## config.mk

```make
export PLATFORM = sky130hd
export DESIGN_NAME = udp_checksum_stream
export DESIGN_NICKNAME = d
export VERILOG_FILES = /design/src/hw/rtl/ucs_pkg.sv /design/src/hw/rtl/ucs_accum.sv /design/src/hw/rtl/ucs_fold.sv /design/src/hw/rtl/udp_checksum_stream.sv
export SDC_FILE = /design/constraint.sdc
export NUM_CORES = 1
export LEC_CHECK = 0
export BUFFER_PORTS_ARGS = -buffer_cell sky130_fd_sc_hd__buf_2
export CAP_MARGIN = 0
export CORE_MARGIN = 2
export CORE_UTILIZATION = 59
export CTS_BUF_LIST = sky130_fd_sc_hd__clkbuf_4 sky130_fd_sc_hd__clkbuf_8
export DETAILED_ROUTE_END_ITERATION = 6
export PLACE_DENSITY = 0.84
export SKIP_LAST_GASP = 1
export SYNTH_ARGS = -nofsm -noshare
export SYNTH_HDL_FRONTEND = slang
export SYNTH_HIERARCHICAL = 1
export SYNTH_SLANG_ARGS = --single-unit
```

## constraint.sdc

```tcl
create_clock -name i_clk -period 6.1 [get_ports i_clk]
set_input_delay 0.61 -clock i_clk [delete_from_list [all_inputs] [get_ports i_clk]]
set_output_delay 0.61 -clock i_clk [all_outputs]
set_load 0.01 [all_outputs]
```

## src/hw/rtl/ucs_pkg.sv

```systemverilog
package ucs_pkg;

    // Fixed IPv4 header, no options
    localparam int unsigned IP_HDR_BYTES = 20;
    localparam int unsigned PROTO_POS    = 9;
    localparam int unsigned ADDR_FIRST   = 12;
    localparam int unsigned UDP_HDR_MIN  = 8;
    localparam int unsigned LEN_WORD_END = 5;
    localparam int unsigned CSUM_HI_OFF  = 6;
    localparam int unsigned CSUM_LO_OFF  = 7;

    localparam int unsigned POS_W = 17;
    localparam logic [POS_W-1:0] POS_MAX = '1;

    // End-of-packet record handed from the accumulator to the fold stage
    typedef struct packed {
        logic [31:0] sum;
        logic [7:0]  held;
        logic        pending;
        logic        short_pkt;
    } t_fin;

endpackage

```

## src/hw/rtl/ucs_accum.sv

```systemverilog
module ucs_accum
    import ucs_pkg::*;
(
    input  logic       i_clk,
    input  logic       i_rst_n,
    input  logic       i_take,
    input  logic [7:0] i_data,
    input  logic       i_last,
    output t_fin       o_fin
);

    logic [POS_W-1:0] r_pos, n_pos;
    logic [31:0]      r_sum, n_sum;
    logic [7:0]       r_held, n_held;
    logic [15:0]      r_seglen, n_seglen;

    logic [POS_W-1:0] off;
    logic [15:0]      eff;
    logic [15:0]      eff_n;
    logic             in_seg;
    logic [7:0]       seg_byte;
    logic [15:0]      word;
    logic [16:0]      addend;
    logic [POS_W-1:0] end_pos;
    logic [POS_W-1:0] n_len;
    logic             end_in_hdr;

    always_comb begin
        off      = r_pos - POS_W'(IP_HDR_BYTES);
        eff      = (r_seglen < 16'(UDP_HDR_MIN)) ? 16'(UDP_HDR_MIN) : r_seglen;
        in_seg   = (r_pos >= POS_W'(IP_HDR_BYTES))
                   && ((off < POS_W'(CSUM_HI_OFF)) || (off < {1'b0, eff}));
        // checksum field counts as zero
        seg_byte = ((off == POS_W'(CSUM_HI_OFF)) || (off == POS_W'(CSUM_LO_OFF)))
                   ? 8'h00 : i_data;
        word     = {r_held, seg_byte};

        addend   = '0;
        n_held   = r_held;
        n_seglen = r_seglen;
        priority if (r_pos == POS_W'(PROTO_POS)) begin
            addend = {9'b0, i_data};
        end else if ((r_pos >= POS_W'(ADDR_FIRST)) && (r_pos < POS_W'(IP_HDR_BYTES))) begin
            if (r_pos[0]) begin
                addend = {1'b0, r_held, i_data};
            end else begin
                n_held = i_data;
            end
        end else if (in_seg) begin
            if (off[0]) begin
                if (off == POS_W'(LEN_WORD_END)) begin
                    // length goes in twice: once as data, once for the pseudo-header
                    addend   = {word, 1'b0};
                    n_seglen = word;
                end else begin
                    addend = {1'b0, word};
                end
            end else begin
                n_held = seg_byte;
            end
        end else begin
            addend = '0;
        end

        n_sum = r_sum + 32'(addend);
        n_pos = (r_pos == POS_MAX) ? r_pos : r_pos + POS_W'(1);

        // Work out how the packet ended
        end_pos    = n_pos;
        end_in_hdr = (end_pos <= POS_W'(IP_HDR_BYTES));
        n_len      = end_pos - POS_W'(IP_HDR_BYTES);
        eff_n      = (n_seglen < 16'(UDP_HDR_MIN)) ? 16'(UDP_HDR_MIN) : n_seglen;

        o_fin.sum       = n_sum;
        o_fin.held      = n_held;
        o_fin.short_pkt = end_in_hdr || (n_len < POS_W'(CSUM_HI_OFF))
                          || (n_len < {1'b0, eff_n});
        priority if (end_in_hdr) begin
            o_fin.pending = (end_pos > POS_W'(ADDR_FIRST)) && end_pos[0];
        end else if (n_len < POS_W'(CSUM_HI_OFF)) begin
            o_fin.pending = n_len[0];
        end else if (n_len > {1'b0, eff_n}) begin
            o_fin.pending = eff_n[0];
        end else begin
            o_fin.pending = n_len[0];
        end
    end

    always_ff @(posedge i_clk) begin
        if (!i_rst_n) begin
            r_pos    <= '0;
            r_sum    <= '0;
            r_held   <= '0;
            r_seglen <= '0;
        end else if (i_take) begin
            if (i_last) begin
                r_pos    <= '0;
                r_sum    <= '0;
                r_held   <= '0;
                r_seglen <= '0;
            end else begin
                r_pos    <= n_pos;
                r_sum    <= n_sum;
                r_held   <= n_held;
                r_seglen <= n_seglen;
            end
        end
    end

    a_clear_after_last: assert property (@(posedge i_clk) disable iff (!i_rst_n)
        (i_take && i_last) |=> (r_pos == '0) && (r_sum == '0) && (r_seglen == '0))
        else $error("state not cleared after packet end");

    a_pos_advance: assert property (@(posedge i_clk) disable iff (!i_rst_n)
        (i_take && !i_last && (r_pos != POS_MAX)) |=> (r_pos == $past(r_pos) + POS_W'(1)))
        else $error("byte position did not advance");

    a_sum_hold: assert property (@(posedge i_clk) disable iff (!i_rst_n)
        !i_take |=> $stable(r_sum) && $stable(r_pos))
        else $error("accumulator moved without a byte");

endmodule

```

## src/hw/rtl/ucs_fold.sv

```systemverilog
module ucs_fold
    import ucs_pkg::*;
(
    input  logic        i_clk,
    input  logic        i_rst_n,
    input  logic        i_fin_valid,
    input  t_fin        i_fin,
    output logic        o_fin_ready,
    output logic        o_valid,
    input  logic        i_ready,
    output logic [15:0] o_checksum,
    output logic        o_short
);

    logic        r_fin_valid;
    t_fin        r_fin;
    logic        r_out_valid;
    logic [15:0] r_out_csum;
    logic        r_out_short;

    logic        out_ready;
    logic [31:0] total;
    logic [16:0] fold1;
    logic [15:0] fold2;

    always_comb begin
        out_ready   = !r_out_valid || i_ready;
        o_fin_ready = !r_fin_valid || out_ready;
        // pad a held high byte with a zero low byte
        total = r_fin.sum + (r_fin.pending ? {16'h0, r_fin.held, 8'h00} : 32'h0);
        fold1 = {1'b0, total[31:16]} + {1'b0, total[15:0]};
        fold2 = fold1[15:0] + {15'h0, fold1[16]};
    end

    always_ff @(posedge i_clk) begin
        if (!i_rst_n) begin
            r_fin_valid <= 1'b0;
            r_out_valid <= 1'b0;
        end else begin
            if (i_fin_valid) begin
                r_fin_valid <= 1'b1;
            end else if (out_ready) begin
                r_fin_valid <= 1'b0;
            end
            if (out_ready) begin
                r_out_valid <= r_fin_valid;
            end
        end
    end

    always_ff @(posedge i_clk) begin
        if (i_fin_valid) begin
            r_fin <= i_fin;
        end
        if (out_ready && r_fin_valid) begin
            r_out_csum  <= ~fold2;
            r_out_short <= r_fin.short_pkt;
        end
    end

    assign o_valid    = r_out_valid;
    assign o_checksum = r_out_csum;
    assign o_short    = r_out_short;

endmodule

```

## src/hw/rtl/udp_checksum_stream.sv

```systemverilog
// The last byte's result passes the input, end-of-packet and output registers.
// Throughput: one byte per cycle; the pad-and-fold adder chain in the result stage sets
// the clock limit.
// Bytes keep flowing while a result waits; input stalls only if two results are backed up.
// Reset: i_rst_n, synchronous, active low; clears position, sum, held byte and length.
// After the last byte the running state clears at once, ready for the next packet.
module udp_checksum_stream
    import ucs_pkg::*;
(
    input  logic        i_clk,
    input  logic        i_rst_n,
    // byte stream in
    input  logic        i_s_tvalid,
    output logic        o_s_tready,
    input  logic [7:0]  i_s_tdata,   // [7:0] data_byte
    input  logic        i_s_tlast,   // last_byte
    // result out
    output logic        o_m_tvalid,
    input  logic        i_m_tready,
    output logic [15:0] o_m_tdata,   // [15:0] checksum
    output logic [0:0]  o_m_tuser    // [0] short_packet
);

    // Input register: decouples the upstream handshake from the accumulator
    logic       r_in_valid;
    logic [7:0] r_in_data;
    logic       r_in_last;

    logic       in_fire;
    logic       acc_take;
    logic       fin_ready;
    t_fin       fin;

    // A byte that closes a packet needs room in the fold stage; any other
    // byte is absorbed by the accumulator straight away.
    assign acc_take   = r_in_valid && (!r_in_last || fin_ready);
    assign o_s_tready = !r_in_valid || acc_take;
    assign in_fire    = i_s_tvalid && o_s_tready;

    always_ff @(posedge i_clk) begin
        if (!i_rst_n) begin
            r_in_valid <= 1'b0;
        end else if (in_fire) begin
            r_in_valid <= 1'b1;
        end else if (acc_take) begin
            r_in_valid <= 1'b0;
        end
    end

    // Payload holds whenever no new transaction lands
    always_ff @(posedge i_clk) begin
        if (in_fire) begin
            r_in_data <= i_s_tdata;
            r_in_last <= i_s_tlast;
        end
    end

    // Pseudo-header and segment accumulation, one byte per cycle unless a closing byte waits on the fold stage
    ucs_accum u_accum (
        .i_clk   (i_clk),
        .i_rst_n (i_rst_n),
        .i_take  (acc_take),
        .i_data  (r_in_data),
        .i_last  (r_in_last),
        .o_fin   (fin)
    );

    // Pad, fold to 16 bits, invert, and hold in the output register
    ucs_fold u_fold (
        .i_clk       (i_clk),
        .i_rst_n     (i_rst_n),
        .i_fin_valid (acc_take && r_in_last),
        .i_fin       (fin),
        .o_fin_ready (fin_ready),
        .o_valid     (o_m_tvalid),
        .i_ready     (i_m_tready),
        .o_checksum  (o_m_tdata),
        .o_short     (o_m_tuser[0])
    );

    a_stall_means_full: assert property (@(posedge i_clk) disable iff (!i_rst_n)
        !o_s_tready |-> r_in_valid)
        else $error("input stalled with an empty input register");

    a_mid_bytes_flow: assert property (@(posedge i_clk) disable iff (!i_rst_n)
        (r_in_valid && !r_in_last) |-> acc_take)
        else $error("non-final byte held back");

    a_fire_loads: assert property (@(posedge i_clk) disable iff (!i_rst_n)
        in_fire |=> r_in_valid)
        else $error("accepted byte lost");

endmodule
```

---- After elaboration in Yosys (flattened, before gate mapping) ----
Cells that the tools add are included.
storage, ports and cells
  register bits after elaboration ......... 144
  bits of input ports ..................... 13
  output and inout bits ................... 19
  logic and storage cells ................. 93
cells by class
  add/sub/neg operators ................... 7
  order comparisons ....................... 12
  equal/unequal tests ..................... 5
  mux-type cells .......................... 32
  bitwise logic cells ..................... 1
  reduce and logical (&&, ||, !) cells .... 21
operators by type and width
  operator                                                                               number
  16-bit two-way mux                                                                     10
  17-bit two-way mux                                                                     7
  8-bit two-way mux                                                                      7
  17-bit by 3-bit equality test with 1-bit output (second input constant)                3
  17-bit by 16-bit less-than comparator with 1-bit output                                2
  17-bit by 3-bit less-than comparator with 1-bit output (second input constant)         2
  17-bit by 5-bit subtractor with 17-bit output (second input constant)                  2
  32-bit by 17-bit adder with 32-bit output                                              1
  32-bit adder                                                                           1
  16-bit by 4-bit less-than comparator with 1-bit output (second input constant)         2
  32-bit two-way mux                                                                     1
  16-bit by 16-bit adder with 17-bit output                                              1
  17-bit by 1-bit adder with 17-bit output (second input constant)                       1
  17-bit equality test (second input constant)                                           1
  17-bit by 4-bit equality test with 1-bit output (second input constant)                1
  17-bit by 4-bit greater-or-equal comparator with 1-bit output (second input constant)  1
  17-bit by 5-bit greater-or-equal comparator with 1-bit output (second input constant)  1
  17-bit by 16-bit greater-than comparator with 1-bit output                             1
  17-bit by 4-bit greater-than comparator with 1-bit output (second input constant)      1
  17-bit by 5-bit <= comparator with 1-bit output (second input constant)                1
  17-bit by 5-bit less-than comparator with 1-bit output (second input constant)         1
  16-bit by 1-bit adder with 16-bit output                                               1
  16-bit NOT                                                                             1
  1-bit logical OR                                                                       8
  other kinds (4)                                                                        20

---- Logic depth before layout (Yosys ltp) ----
Gate-level depths: netlist of run 1.
  depth after elaboration ................. 15
  mapped depth ............................ 30

---- Cells and area by module ----
The synthesis of run 1 kept the hierarchy.
modules (own cells, without submodules)
  module               instances  cells an instance  area an instance (sq um)  seq. area each (sq um)
  ucs_accum            1          892                6804.0                    1461.4
  ucs_fold             1          291                3552.2                    1811.7
  udp_checksum_stream  1          17                 352.8                     290.3

---- Worst setup path before layout of run 1 ----
OpenSTA, ideal clock, no wires.
  path type ............................... flip-flop to flip-flop
  start point ............................. reg u_accum.r_pos[2]
  end point ............................... reg u_accum.r_sum[24]
  setup time .............................. 0.074 ns
  data arrival time ....................... 5.690 ns
  data required time ...................... 6.026 ns
  path slack .............................. 0.335 ns
  cell stages (with the launch flop) ...... 29
  buffers on the path ..................... 1
  clock period less this slack ............ 5.765 ns
  path through ............................ dfxtp_1 -> clkbuf_1 -> inv_1 -> ha_1 -> nand2b_1 -> nand2_1 -> nor3_1 -> xor2_1 -> ha_1 -> a21o_1 -> a211oi_1 -> nor4bb_1 -> o31a_1 -> o211ai_1 -> o21ai_1 -> a21o_1 -> and2_1 -> ha_1 -> inv_1 -> fa_1 -> nor2b_1 -> o21a_1 -> o21ai_0 -> a211o_1 -> a21oi_1 -> o21a_1 -> nor2_1 -> or4_1 -> a31oi_1
between the ends
  longest elaborated chain between the ends .. 11
  elaborated cells between the ends (all ways) .. 22
  classes of those cells .................. 2 x add/sub; 5 x order compare; 4 x eq/ne; 7 x mux; 4 x reduce/logical
ends and longest elaborated chain
  item                                                                                   line              source
  from (decl)                                                                            ucs_accum.sv:12   logic [POS_W-1:0] r_pos, n_pos;
  from (signal assigned)                                                                 ucs_accum.sv:102  r_pos <= n_pos;
  branches (longest 8 deep; another with 17-bit by 5-bit subtractor with 17-bit output)  -
  17-bit two-way mux (*)                                                                 ucs_accum.sv:41   priority if (r_pos == POS_W'(PROTO_POS)) begin
  32-bit by 17-bit adder with 32-bit output (*)                                          ucs_accum.sv:65   n_sum = r_sum + 32'(addend);
  32-bit two-way mux (*)                                                                 ucs_accum.sv:96   if (i_last) begin
  to (signal assigned)                                                                   ucs_accum.sv:103  r_sum <= n_sum;
  to (decl)                                                                              ucs_accum.sv:13   logic [31:0] r_sum, n_sum;
Mark *: on every way between the ends.
A chain may end at the register's enable or synchronous reset.

==> results of run 1 <==
==> routing by layer <==
layer  vias to the layer above  wire length [um]
met5                         -                 0
met4                         0              1524
met3                       124              2320
met2                       468             13370
met1                      4405             11180
li1                       4492                 -
==> flip-flops by register name, indices dropped and copies added (netlist names), 8 cells and up <==
name               flops
u_accum/r_pos         17
u_fold/o_checksum     16
u_accum/r_seglen      16
u_accum/r_held         8
u_accum/r_sum         32
u_fold/r_fin          42
r_in_data              8
==> cell families (layout without fill, tap and decap cells) <==
group / count (synthesis) / in the layout / share of synthesized area, %
XOR/XNOR: 112 / 112 / 9.359
AND/OR/NAND/NOR: 406 / 406 / 19.82
adder cells (fa/ha/maj): 89 / 89 / 10.61
flip-flops: 144 / 144 / 33.27
AO/OA/AOI/OAI: 331 / 331 / 21.53
buffers and inverters: 102 / 150 / 3.867
multiplexers: 16 / 16 / 1.542
==> cell usage after synthesis (5+ instances only) <==
cell type	n	area (um2)
and2_1	34	212.7
a31oi_1	15	93.84
or3_1	6	37.54
o21a_1	17	127.6
a211o_1	6	52.55
and3_1	13	81.33
ha_1	86	1076
xnor2_1	65	569.3
a22oi_1	29	217.7
a21o_1	33	247.7
nand2_1	88	330.3
a2111oi_0	5	43.79
nand3_1	32	160.2
o31ai_1	8	60.06
nor2b_1	12	75.07
nor2_1	109	409.1
nor3_1	28	140.1
nor4_1	14	87.58
edfxtp_1	68	2042
a211oi_1	9	67.56
buf_2	13	65.06
nand4_1	18	112.6
o21ai_0	53	265.3
dfxtp_1	76	1521
o21bai_1	6	45.04
clkbuf_1	37	138.9
a22o_1	17	148.9
xor2_1	45	394.1
nand2b_1	11	68.82
mux2i_1	12	120.1
a21oi_1	64	320.3
inv_1	44	165.2
o22ai_1	13	81.33
==> metrics by stage <==
step | utilization [%] | setup slack [ns]
6_report | 65.44 | 0.3315
5_1_grt | 65.44 | -0.04892
4_1_cts | 64.70 | 0.06517
3_5_place_dp | 62.53 | 0.02412
3_3_place_gp | 62.53 | 0.1445
2_1_floorplan | - | 0.3353
==> area by class of cell <==
type | count | area [um2] | area share, %
inverter | 45 | 168.9 | 1.442
sequential | 144 | 3565 | 30.43
multi-input combinational | 954 | 6827 | 58.27
timing repair buffer | 73 | 483.0 | 4.123
tap | 229 | 286.5 | 2.446
clock buffer | 17 | 234.0 | 1.997
clock inverter | 15 | 151.4 | 1.292
==> worst reg2reg max path: cells and delay by family, from the launching register on <==
family	cells	cell delay, ns
AND/OR/NAND/NOR	5	0.61
adder cells (fa/ha/maj)	3	0.89
buffers and inverters	6	0.86
XOR/XNOR	2	0.22
AO/OA/AOI/OAI	12	2.53
flip-flops	1	0.42
==> where the power goes <==
part | internal, mW | switching, mW | leakage [nW]
logic | 0.0223 | 0.0595 | 3.19
clock network | 0.335 | 0.421 | 0.187
registers | 1.02 | 0.0127 | 1.31
total | 1.37 | 0.494 | 4.68
==> how the worst max path moves through the flow <==
| stage | slack [ns] | end | cells past startpoint | start |
|---|---|---|---|---|
| floorplan | 0.34 | u_accum/r_sum[24] | 28 | u_accum/r_pos[2] |
| global placement | 0.14 | u_fold/o_checksum[15] | 28 | u_fold/r_fin[1] |
| detailed placement | 0.02 | u_fold/o_checksum[15] | 28 | u_fold/r_fin[1] |
| CTS | 0.07 | u_fold/o_checksum[15] | 28 | u_fold/r_fin[1] |
| global route | -0.05 | u_fold/o_checksum[15] | 28 | u_fold/r_fin[1] |
| finish | 0.33 | u_fold/r_fin[41] | 28 | u_accum/r_pos[3] |
==> what timing repair did <==
| action | in CTS | in global routing |
|---|---|---|
| gates resized for setup | 1 | 19 |
| pin swaps | 0 | 4 |
| endpoints found under the setup margin | 1 | 38 |
| buffers inserted | 0 | 6 |
==> impl_metrics.env, run 1 <==
export IMPL_hpwl_mm=21.38
export IMPL_clk_pin_slew_worst_paths_ns=0.10
export IMPL_yosysSeqAreaShare_pct=33.27
export IMPL_r2r_end="u_fold/r_fin[41]"
export IMPL_layout_commonest_cell="nor2_1"
export IMPL_antenna_cells=0
export IMPL_final_cells=1477
export IMPL_netlist_instances=1200
export IMPL_fp_dieH_um=138.7
export IMPL_pin_count=32
export IMPL_cp_start_kind="flip-flop"
export IMPL_fp_row_count=49
export IMPL_critPathBufInv=6
export IMPL_portBuffers=31
export IMPL_power_density_nw_per_um2=159.5
export IMPL_r2r_worst_path_cells=28
export IMPL_syn_area_um2=10710
export IMPL_routed_wl_mm=28.39
export IMPL_grt_max_degree=44
export IMPL_die_w_um=138.7
export IMPL_cts_root_buf="clkbuf_8"
export IMPL_setup_tns_ns=0
export IMPL_hp_start="i_s_tdata[1]"
export IMPL_fin_crit_ns=5.769
export IMPL_setup_viol=0
export IMPL_cp_top_family="compound AO/OA/AOI/OAI gates"
export IMPL_clkLatencyLatePin_ns=0.48
export IMPL_grt_pass1_wl_mm=45.96
export IMPL_cts_sinks=144
export IMPL_r2r_start="u_accum/r_pos[3]"
export IMPL_cts_buffer_depth=2
export IMPL_cap_violations=0
export IMPL_antenna_found_initial=0
export IMPL_hold_viol=0
export IMPL_grt_pass1_vias=9056
export IMPL_min_to="r_in_data[1]"
export IMPL_dr_total_vias=9489
export IMPL_postLayoutCellArea_um2=11720
export IMPL_cts_hold_buf=0
export IMPL_grt_usage_pct=29.77
export IMPL_remaining_drc_errors=0
export IMPL_first_iter_violations=975
export IMPL_hp_class="input pin to flip-flop"
export IMPL_path_max_fanout=8
export IMPL_areaGrowthSynthToFinish_pct=9.394
export IMPL_power_leakage_nw=4.681
export IMPL_layout_common_cells="nor2_1 (108), nand2_1 (88), ha_1 (85)"
export IMPL_whs_ns=0.3114
export IMPL_core_area_um2=17900
export IMPL_numCtsBuffers=17
export IMPL_ir_drop_uv=169.1
export IMPL_busiest_layer="met2"
export IMPL_wl_per_cell_um=19.22
export IMPL_fin_crit_sh_pct=94.57
export IMPL_grtUsageMet1_pct=37.10
export IMPL_ys_ff_latch=144
export IMPL_worstSetupPathType="flip-flop to flip-flop"
export IMPL_dieArea_um2=19240
export IMPL_cp_common_cell="buf_4"
export IMPL_dr_pass1_iters=6
export IMPL_slew_viol_final=0
export IMPL_cp_end_kind="flip-flop"
export IMPL_cts_tree="built"
export IMPL_synth_edf_count=68
export IMPL_antenna_left=0
export IMPL_nets=1337
export IMPL_worst_pin_slew_ns=1.219
export IMPL_max_slew_margin_pct=18.70
export IMPL_power_mw=1.869
export IMPL_critPathArrivalTime_ns=5.99
export IMPL_ys_flop_type="dfxtp_1"
export IMPL_drive_gt1_share_pct=12.66
export IMPL_initial_core_util_pct=59.82
export IMPL_globalRouteMet2Util_pct=49.32
export IMPL_met3_usage_pct=6.008
export IMPL_synth_cell_types=93
export IMPL_grt_overflow=0
export IMPL_dpl_instance_area_um2=11190
export IMPL_dp_cells=1439
export IMPL_hold_depth=1
export IMPL_async_reset_ff_share_pct=0
export IMPL_fillers=1431
export IMPL_syn_num_nets=1302
export IMPL_timing_fmax_mhz=173.4
export IMPL_gp_congestion=1.031
export IMPL_viasPerCell=6.425
export IMPL_outcome="finished clean"
export IMPL_cpPeakStageDelay_ns=0.42
export IMPL_reg2reg_slack_ns=0.33
export IMPL_synth_avg_cell_area_um2=8.924
export IMPL_crit_slowest_cell="dfxtp_2"
export IMPL_ys_warn_count=6
export IMPL_crit_required_ns=6.32
export IMPL_clock_skew_ns=0.01681
export IMPL_htreeDepth=4
Note: power is estimated with default switching activity, not from simulation.
==> run 2, diff against run 1 <==
CORE_UTILIZATION = 70   (was 59)
CTS_CLUSTER_SIZE = 14   (was default)
PLACE_DENSITY = 0.93   (was 0.84)
clock period = 7.17 ns   (was 6.1 ns; I/O delays follow)
==> run 2 against run 1 <==
Effect of this change:
- global-route usage rose by 5.5 points
- wire length fell by 0.13%
- final area fell by 3.2%
- clock skew fell by 0.0017 ns
- fmax fell by 14%
- first-iteration DRC count rose by 19%
- final cell count fell by 4.7%
- count of clock-buffer cells in the layout rose by 3
- combinational power fell by 15%
==> impl_metrics.env, run 2 (synthesis gave the netlist of run 1 again) <==
export IMPL_cpPeakStageDelay_ns=0.54
export IMPL_outcome="finished clean"
export IMPL_cp_top_family="compound AO/OA/AOI/OAI gates"
export IMPL_worst_pin_slew_ns=1.062
export IMPL_crit_required_ns=7.55
export IMPL_antenna_found_initial=0
export IMPL_dr_total_vias=9680
export IMPL_hpwl_mm=20.81
export IMPL_nets=1309
export IMPL_clk_pin_slew_worst_paths_ns=0.09
export IMPL_cts_buffer_depth=2
export IMPL_slew_viol_final=0
export IMPL_whs_ns=0.4384
export IMPL_crit_slowest_cell="dfxtp_1"
export IMPL_largestRegisters="u_fold/r_fin x42, u_accum/r_sum x32, u_accum/r_pos x17"
export IMPL_rsz0062_at_grt="no"
export IMPL_areaGrowthSynthToFinish_pct=5.842
export IMPL_cp_end_kind="flip-flop"
export IMPL_die_w_um=127.7
export IMPL_clkLatencyLatePin_ns=0.45
export IMPL_setup_viol=0
export IMPL_max_slew_margin_pct=28.55
export IMPL_seqCellArea_um2=3565
export IMPL_multiInputGateArea_um2=6743
export IMPL_critPathArrivalTime_ns=7.08
export IMPL_postLayoutCellArea_um2=11330
export IMPL_gp_congestion=0.9321
export IMPL_fillers=1078
export IMPL_cp_start_kind="flip-flop"
export IMPL_dpl_instance_area_um2=10960
export IMPL_critPathBufInv=2
export IMPL_pin_count=32
export IMPL_cts_tree="built"
export IMPL_antenna_cells=0
export IMPL_reg2reg_slack_ns=0.47
export IMPL_fp_row_count=45
export IMPL_layout_common_cells="nor2_1 (109), nand2_1 (88), ha_1 (86)"
export IMPL_dieArea_um2=16300
export IMPL_routed_wl_mm=28.36
export IMPL_numCtsBuffers=17
export IMPL_grt_pass1_wl_mm=45.33
export IMPL_hp_class="input pin to flip-flop"
export IMPL_cts_root_buf="clkbuf_8"
export IMPL_timing_fmax_mhz=149.3
export IMPL_grt_usage_pct=35.24
export IMPL_largest_register="u_fold/r_fin"
export IMPL_fp_dieH_um=127.7
export IMPL_ir_drop_uv=196.1
export IMPL_cap_violations=0
export IMPL_layout_commonest_cell="nor2_1"
export IMPL_hold_viol=0
export IMPL_portBuffers=31
export IMPL_htreeDepth=4
export IMPL_grt_overflow=0
export IMPL_viasPerCell=6.875
export IMPL_path_max_fanout=11
export IMPL_cp_common_cell="ha_1"
export IMPL_cts_hold_buf=0
export IMPL_dp_cells=1376
export IMPL_grt_pass1_vias=9139
export IMPL_grt_max_degree=44
export IMPL_worstSetupPathType="flip-flop to flip-flop"
export IMPL_core_area_um2=15090
export IMPL_clock_skew_ns=0.01515
export IMPL_final_cells=1408
export IMPL_wl_per_cell_um=20.14
export IMPL_antenna_left=0
export IMPL_remaining_drc_errors=0
export IMPL_cts_sinks=144
export IMPL_setup_tns_ns=0
export IMPL_power_leakage_nw=4.525
export IMPL_fin_crit_ns=6.697
export IMPL_dr_pass1_iters=6
export IMPL_power_density_nw_per_um2=136.8
export IMPL_drive_gt1_share_pct=9.344
export IMPL_first_iter_violations=1159
export IMPL_initial_core_util_pct=70.97
export IMPL_largest_reg_flops=42
export IMPL_fin_crit_sh_pct=93.40
run 2: report_power, final:
group | switching, mW | internal [mW]
registers | 0.0120 | 0.866
clock network | 0.339 | 0.264
logic | 0.0509 | 0.0189
total | 0.402 | 1.15
run 2: final timing paths:
kind	start	endpoint	depth (start not counted)
max reg2reg	u_accum/r_pos[3]	u_accum/r_sum[24]	27
min reg2reg	u_fold/r_fin[0]	u_fold/o_short	0
min	i_s_tdata[3]	r_in_data[3]	1
max	u_accum/r_pos[3]	u_accum/r_sum[24]	27
run 2: final cells by class:
class / instances / area share (%)
timing repair buffer: 45 / 2.296
tap: 188 / 2.075
clock buffer: 20 / 2.318
multi-input combinational: 954 / 59.49
inverter: 45 / 1.490
clock inverter: 12 / 0.8831
sequential: 144 / 31.45
run 2: repair_timing:
action	4_1_cts	5_1_grt
setup buffers	0	0
endpoints found under the setup margin	0	5
gates resized for setup	0	2
run 2: metal layers:
| layer | up-vias | wire [um] | track usage [%] |
|---|---|---|---|
| met1 | 4513 | 11220 | 46.15 |
| met3 | 97 | 3088 | 7.471 |
| met4 | 0 | 1008 | 16.16 |
| met5 | - | 0 | 0 |
| li1 | 4434 | - | - |
| met2 | 636 | 13040 | 56.31 |
run 2: metrics by stage:
stage	setup slack, ns	util [%]	total power, mW
floorplan	1.405	-	0.9353
global placement	0.9086	72.65	0.9604
detailed placement	0.6759	72.65	0.9632
CTS	0.5514	75.06	1.560
global route	0.07499	75.12	1.603
finish	0.4735	75.12	1.551
